===== src/sv/tah_pkg.sv =====
// Shared widths, limits and the arctangent table for the tilt and heading angle block.
`default_nettype none

package tah_pkg;

	// Width of one input field as it travels on the bus.
	localparam int DATA_W = 16;
	// Sign-extended working width of an input value (holds -32768 .. 65535).
	localparam int EXT_W = 17;
	// Width of one squared magnitude.
	localparam int SQ_W = 32;
	// Square root: result bits and radicand width.
	localparam int ROOT_W = 28;
	localparam int RAD_W = 2 * ROOT_W;
	// CORDIC vector width, angle accumulator width and result angle width.
	localparam int CW = 32;
	localparam int ZW = 26;
	localparam int ANG_W = 16;
	localparam int TILT_W = 15;
	// Fine-angle fractional bits dropped at the end (65536 units down to 128).
	localparam int DROP_W = 9;

	// Defaults of the top-level parameters.
	localparam int INPUT_WIDTH_DEF = 16;
	localparam int CORDIC_STAGES_DEF = 16;
	localparam int ATAN_LEN = 24;

	// Angle limits in degrees times 128, and ninety degrees in fine units.
	localparam logic signed [ANG_W-1:0] ANG_LIM_TILT = 16'sd11520;
	localparam logic signed [ANG_W-1:0] ANG_LIM_HEAD = 16'sd23040;
	localparam logic signed [ZW-1:0] DEG90_FINE = 26'sd5898240;

	// atan(2^-i) in degrees times 65536, rounded to nearest.
	function automatic logic signed [ZW-1:0] atan_entry(input logic [4:0] idx);
		logic signed [ZW-1:0] val;
		unique case (idx)
			5'd0: val = 26'sd2949120;
			5'd1: val = 26'sd1740967;
			5'd2: val = 26'sd919879;
			5'd3: val = 26'sd466945;
			5'd4: val = 26'sd234379;
			5'd5: val = 26'sd117304;
			5'd6: val = 26'sd58666;
			5'd7: val = 26'sd29335;
			5'd8: val = 26'sd14668;
			5'd9: val = 26'sd7334;
			5'd10: val = 26'sd3667;
			5'd11: val = 26'sd1833;
			5'd12: val = 26'sd917;
			5'd13: val = 26'sd458;
			5'd14: val = 26'sd229;
			5'd15: val = 26'sd115;
			5'd16: val = 26'sd57;
			5'd17: val = 26'sd29;
			5'd18: val = 26'sd14;
			5'd19: val = 26'sd7;
			5'd20: val = 26'sd4;
			5'd21: val = 26'sd2;
			5'd22: val = 26'sd1;
			default: val = '0;
		endcase
		return val;
	endfunction

endpackage

`default_nettype wire


===== src/sv/tah_cordic.sv =====
// One pipelined vectoring CORDIC lane: special cases, quadrant fold, stages and rounding.
`default_nettype none

module tah_cordic #(
	parameter int STAGES = tah_pkg::CORDIC_STAGES_DEF,
	parameter logic signed [tah_pkg::ANG_W-1:0] LIM = tah_pkg::ANG_LIM_TILT
) (
	input  wire logic                                 clk,
	input  wire logic                                 en,
	input  wire logic signed [tah_pkg::CW-1:0]        num,
	input  wire logic signed [tah_pkg::CW-1:0]        den,
	output logic signed [tah_pkg::ANG_W-1:0]          angle,
	output logic                                      degen
);

	localparam int CW = tah_pkg::CW;
	localparam int ZW = tah_pkg::ZW;
	localparam int ANG_W = tah_pkg::ANG_W;
	localparam int RW = ZW + 1 - tah_pkg::DROP_W;

	typedef struct packed {
		logic                    special;
		logic                    degen;
		logic signed [ANG_W-1:0] value;
	} spec_t;

	logic signed [CW-1:0] pn, pd;
	logic signed [ZW-1:0] pz;
	spec_t                pspec;

	logic signed [CW-1:0] n_s [0:STAGES];
	logic signed [CW-1:0] d_s [0:STAGES];
	logic signed [ZW-1:0] z_s [0:STAGES];
	spec_t                sp_s [0:STAGES];

	logic signed [ZW:0]   zr;
	logic signed [RW-1:0] zrnd;
	logic signed [RW-1:0] lim_w;
	logic signed [ANG_W-1:0] sat_val;

	// Special cases first, then fold a vector with negative denominator by ninety degrees.
	always_comb begin
		pspec = '0;
		pn = num;
		pd = den;
		pz = '0;
		priority if (num == '0 && den == '0) begin
			pspec.special = 1'b1;
			pspec.degen = 1'b1;
		end else if (den == '0) begin
			pspec.special = 1'b1;
			pspec.value = num[CW-1] ? -tah_pkg::ANG_LIM_TILT : tah_pkg::ANG_LIM_TILT;
		end else if (num == '0) begin
			pspec.special = 1'b1;
			pspec.value = den[CW-1] ? tah_pkg::ANG_LIM_HEAD : '0;
		end else if (den[CW-1]) begin
			if (!num[CW-1]) begin
				pn = -den;
				pd = num;
				pz = tah_pkg::DEG90_FINE;
			end else begin
				pn = den;
				pd = -num;
				pz = -tah_pkg::DEG90_FINE;
			end
		end else begin
			pz = '0;
		end
	end

	// Entry register of the lane.
	always_ff @(posedge clk) begin
		if (en) begin
			n_s[0] <= pn;
			d_s[0] <= pd;
			z_s[0] <= pz;
			sp_s[0] <= pspec;
		end
	end

	// One micro-rotation per stage; the sign of the numerator picks the direction.
	for (genvar i = 0; i < STAGES; i++) begin : g_stage
		logic signed [CW-1:0] dd, dn;
		logic signed [ZW-1:0] at;
		assign dd = d_s[i] >>> i;
		assign dn = n_s[i] >>> i;
		assign at = tah_pkg::atan_entry(5'(i));
		always_ff @(posedge clk) begin
			if (en) begin
				if (!n_s[i][CW-1]) begin
					d_s[i+1] <= d_s[i] + dn;
					n_s[i+1] <= n_s[i] - dd;
					z_s[i+1] <= z_s[i] + at;
				end else begin
					d_s[i+1] <= d_s[i] - dn;
					n_s[i+1] <= n_s[i] + dd;
					z_s[i+1] <= z_s[i] - at;
				end
				sp_s[i+1] <= sp_s[i];
			end
		end
	end

	// Round the fine angle to 1/128 degree and clamp it.
	assign zr = (ZW+1)'(z_s[STAGES]) + (ZW+1)'(256);
	assign zrnd = RW'(zr >>> tah_pkg::DROP_W);
	assign lim_w = RW'(LIM);

	always_comb begin
		priority if (zrnd > lim_w) begin
			sat_val = LIM;
		end else if (zrnd < -lim_w) begin
			sat_val = -LIM;
		end else begin
			sat_val = ANG_W'(zrnd);
		end
	end

	// Result register of the lane.
	always_ff @(posedge clk) begin
		if (en) begin
			angle <= sp_s[STAGES].special ? sp_s[STAGES].value : sat_val;
			degen <= sp_s[STAGES].degen;
		end
	end

endmodule

`default_nettype wire


===== config.mk =====
export PLATFORM = sky130hd
export DESIGN_NAME = tah_cordic
export DESIGN_NICKNAME = d
export VERILOG_FILES = /design/src/sv/tah_pkg.sv /design/src/sv/tah_cordic.sv
export SDC_FILE = /design/constraint.sdc
export NUM_CORES = 2
export LEC_CHECK = 0
export BUFFER_PORTS_ARGS = -buffer_cell sky130_fd_sc_hd__buf_2
export CAP_MARGIN = 20
export CORE_AREA = 2 2 497 499
export CTS_CLUSTER_DIAMETER = 120
export DETAILED_ROUTE_END_ITERATION = 7
export DIE_AREA = 0 0 499 501
export PLACE_DENSITY = 0.76
export SLEW_MARGIN = 20
export SYNTH_ARGS = -nofsm -noshare
export SYNTH_HDL_FRONTEND = slang
export SYNTH_SLANG_ARGS = --single-unit

===== constraint.sdc =====
create_clock -name clk -period 6.7 [get_ports clk]
set_input_delay 0.335 -clock clk [delete_from_list [all_inputs] [get_ports clk]]
set_output_delay 0.335 -clock clk [all_outputs]
set_load 0.01 [all_outputs]

Word level (Yosys, flattened, before mapping)
Memory sizes are Yosys's and may differ from the RTL's. Cells that the tools add are included.

Bits in writable memories: 1836. Bits in registers: 17. Memories kept: 4.

$lt $le $gt $ge: 2. Add/subtract/negate cells: 98. Bitwise operators: 48. Muxes and demuxes: 173. Reductions and logical operators: 3.

Memories: d_s (depth 17, bits a word 32, read ports 16, clocked after Yosys merged registers in 0, wr ports 17, line tah_cordic.sv:32) `logic signed [CW-1:0] d_s [0:STAGES];`; n_s (depth 17, bits a word 32, read ports 16, clocked after Yosys merged registers in 0, wr ports 17, line tah_cordic.sv:31) `logic signed [CW-1:0] n_s [0:STAGES];`; z_s (depth 17, bits a word 26, read ports 17, clocked after Yosys merged registers in 0, wr ports 17, line tah_cordic.sv:33) `logic signed [ZW-1:0] z_s [0:STAGES];`; sp_s (depth 17, bits a word 18, read ports 17, clocked after Yosys merged registers in 0, wr ports 17, line tah_cordic.sv:34) `spec_t sp_s [0:STAGES];`.

Operator list (count): 2-to-1 mux 32 bit (42); 2-to-1 mux 26 bit (21); 2-to-1 mux 1 bit (102); 2-to-1 mux 16 bit (6); adder 32 x 17 -> 32 bit (2); adder 32 x 18 -> 32 bit (2); adder 32 x 19 -> 32 bit (2); adder 32 x 20 -> 32 bit (2); adder 32 x 21 -> 32 bit (2); adder 32 x 22 -> 32 bit (2); adder 32 x 23 -> 32 bit (2); adder 32 x 24 -> 32 bit (2); adder 32 x 25 -> 32 bit (2); adder 32 x 26 -> 32 bit (2); adder 32 x 27 -> 32 bit (2); adder 32 x 28 -> 32 bit (2); adder 32 x 29 -> 32 bit (2); adder 32 x 30 -> 32 bit (2); adder 32 x 31 -> 32 bit (2); zero test 32 bit (2); negation 32 bit (2); subtractor 32 x 17 -> 32 bit (2); subtractor 32 x 18 -> 32 bit (2); subtractor 32 x 19 -> 32 bit (2); other kinds (52) (113).

Longest topological paths before layout
Word-level depth: 6. Mapped depth: 21.

Worst setup path before layout
Ideal clock, no wire load.

Path type: input port to flip-flop. From: in en. To: mem d_s[7][31], data pin. Setup time: 0.261 ns. Data arrival time: 4.986 ns. Cell stages on the path: 20. Setup slack: 1.453 ns. Cell sequence: clkbuf_1 -> buf_2 -> clkbuf_1 -> clkbuf_1 -> nand2_1 -> inv_1 -> buf_1 -> nor2_1 -> xnor2_1 -> ha_1 -> o21a_1 -> o31ai_1 -> a211oi_1 -> nor4_1 -> o21ai_0 -> a2111oi_0 -> o311ai_0 -> nand2_1 -> o21ai_0 -> a311o_1.

RTL lines: start: declaration (line tah_cordic.sv:9) `input wire logic en,`; end: declaration (line tah_cordic.sv:32).

==> flow_summary_export.csv <==
group,metric,value,unit
route,wl_per_cell,18.3,µm
sta,finalSetupViolations,0,
yosys,synthFlopType,"edfxtp_1",
clock_tree,post-cts-setup-buffers,0,
route,wirelength,297000,µm
worst_setup_path,startpoint_type,"flip-flop",
sta,skew,45.9,ps
cells_and_area,multiInputGateArea,0.0751,mm²
yosys,syn_inst,12700,
sta,slew_viol_final,0,
cells_and_area,final_common_cell,"edfxtp_1",
yosys,yosysUniqueCellTypes,100,
yosys,ys_seq_elements,1448,
clock_tree,cts_max_path_buffers,3,
sta,relSlewSlack,0.172,
die,num_rows,182,
cells_and_area,area_growth,8.54,%
clock_tree,clk_pin_slew,60,ps
cells_and_area,final_cell_mix,"edfxtp_1, ha_1, a21oi_1",
worst_setup_path,rrSetupSlack,940,ps
worst_setup_path,endpoint_kind,"flip-flop",
cells_and_area,ff_latch_area,0.0435,mm²
die,die_w,499,µm
worst_hold_path,hp-class,"in2reg",
cells_and_area,drive_above_1_share,0.0439,
die,die_h,501,µm
yosys,yosysSeqAreaShare,0.357,
yosys,synthesis.nets,14200,
yosys,synth_edf_count,1448,
sta,tns,0,ps
sta,tightest_slew,1240,ps
yosys,synth.area.top_cells,"edfxtp_1, ha_1, xnor2_1, a21oi_1, xor2_1",
flow_run,maxCapViolCount,0,
die,dieArea,0.250,mm²
route,drt-initial-drc-count,7873,
worst_setup_path,cp.required,7280,ps
yosys,syn_avg_cell_area,9.57,µm²
clock_tree,cts_sinks,1448,
global_route,grt_first_pass_wirelength,473000,µm
clock_tree,cts_root_buf,"clkbuf_16",
yosys,synth_area,0.122,mm²
global_route,grt_max_degree,187,
yosys,yosysTopAreaCellShare,0.357,
die,ioPinCount,83,
route,antenna_left,0,
route,drc,0,
sta,fmax,174,MHz
global_route,grt_overflow,0,
placed_design,dp_hpwl,231000,µm
clock_tree,htreeDepth,4,
clock_tree,cts_tree,"built",
sta,finalCritPeriodShare,0.859,
worst_setup_path,crit_fanout,8,
yosys,synthArstFlopShare,0,
sta,rsz0062_at_grt,"no",
route,drtPass1Iterations,6,
die,start_util,0.497,
clock_tree,numCtsBuffers,161,
placed_design,gp_congestion,0.956,
cells_and_area,nFillCells,21500,
worst_setup_path,crit_type,"reg2reg",
worst_setup_path,crit_arrival,6340,ps
yosys,synth_top_area_cell,"edfxtp_1",
placed_design,numPortBuffers,82,
global_route,track_usage,0.229,
clock_tree,cts-resized-gates,0,
global_route,grt_pass1_vias,90000,
route,via_per_inst,5.92,
yosys,ys_warn_count,0,
clock_tree,insertion_delay,830,ps
sta,period_minus_slack,5760,ps
global_route,antenna_found_initial,6,
route,vias,96100,
sta,hold_viol,0,
status,run_status,"complete, no violations",
cells_and_area,nNetsFinal,14400,
die,core-area,0.245,mm²
-- cell families (layout without fill, tap and decap cells) --
group / after synthesis / in the layout / share of synthesized area
xor+xnor: 1710 / 1710 / 0.123
compound gates: 3856 / 3856 / 0.202
other cells: 0 / 1 / 0
mux: 82 / 82 / 0.00708
simple gates: 3387 / 3387 / 0.136
flops: 1448 / 1448 / 0.357
fa+ha+maj: 1427 / 1427 / 0.149
buf+inv: 808 / 1092 / 0.0253
-- Yosys cell counts (162+ instances only) --
| cell | n |
|---|---|
| nor3_1 | 321 |
| o21a_1 | 204 |
| xor2_1 | 603 |
| a21o_1 | 508 |
| nand3_1 | 240 |
| o21bai_1 | 166 |
| clkbuf_1 | 218 |
| nand2b_1 | 195 |
| a21oi_1 | 1151 |
| nor2_1 | 990 |
| edfxtp_1 | 1448 |
| o21ai_0 | 782 |
| inv_1 | 535 |
| o31ai_1 | 162 |
| xnor2_1 | 1105 |
| ha_1 | 1388 |
| nand2_1 | 761 |
-- critical path, cell delays in order, from the launching register on --
cell and delay (ps):
edfxtp_1 450, or3_1 390, or3b_2 520, or3_1 400, or2_2 300, or4_1 560, o31ai_1 330, xor2_1 190
ha_1 290, o21a_1 200, o21a_1 160, o21a_1 180, o31ai_1 70, o21ai_0 190, o41ai_1 680, o2111a_1 280
o21bai_1 90, a21oi_1 180, xnor2_1 80
-- registers in the layout, indices dropped and copies added (netlist names) --
signal,cells
degen,1
n_s,480
angle,16
z_s,366
sp_s,119
d_s,466
-- final timing paths --
| path | depth (start not counted) | startpoint | endpoint |
|---|---|---|---|
| max | 18 | n_s[8][11] | d_s[9][30] |
| min | 5 | num[31] | d_s[0][28] |
| min reg2reg | 0 | sp_s[8][17] | sp_s[9][17] |
| max reg2reg | 18 | n_s[8][11] | d_s[9][30] |
-- timing repair --
action	CTS	global route
hold buffers	94	0
setup endpoints to repair	0	0
endpoints found under the hold margin	107	0
-- stage by stage --
step | hold WS, ps | setup WS [ps] | utilization | instances | area (µm²)
finish | 383 | 941 | 0.540 | 16200 | 132000
global route | 395 | 648 | 0.539 | 16200 | 132000
CTS | 311 | 988 | 0.539 | 16200 | 132000
detailed placement | 405 | 974 | 0.514 | 15800 | 126000
global placement | 400 | 1040 | 0.514 | 15800 | 126000
floorplan | 400 | 1450 | - | 12700 | 122000
-- final cells by class --
cell class              instances  area share
diodes                          1   0.0000189
well taps                    3220      0.0305
clock buffers                 181      0.0314
multi-input cells           10500       0.569
repair buffers                249      0.0150
flip-flops and latches       1448       0.329
inverters                     546      0.0155
clock inverters               116     0.00955
-- layer usage --
layer | routed length (µm) | track usage | part of all wire | vias up
met1 | 129000 | 0.294 | 0.43 | 45300
met3 | 14900 | 0.0265 | 0.050 | 475
met5 | 23 | 0 | 0.000077 | -
met2 | 144000 | 0.400 | 0.48 | 2617
met4 | 9780 | 0.0782 | 0.033 | 4
li1 | - | - | - | 47700
Power is not shown: default switching activity piles up to over one toggle a cycle in this logic, so the estimate is an artifact.
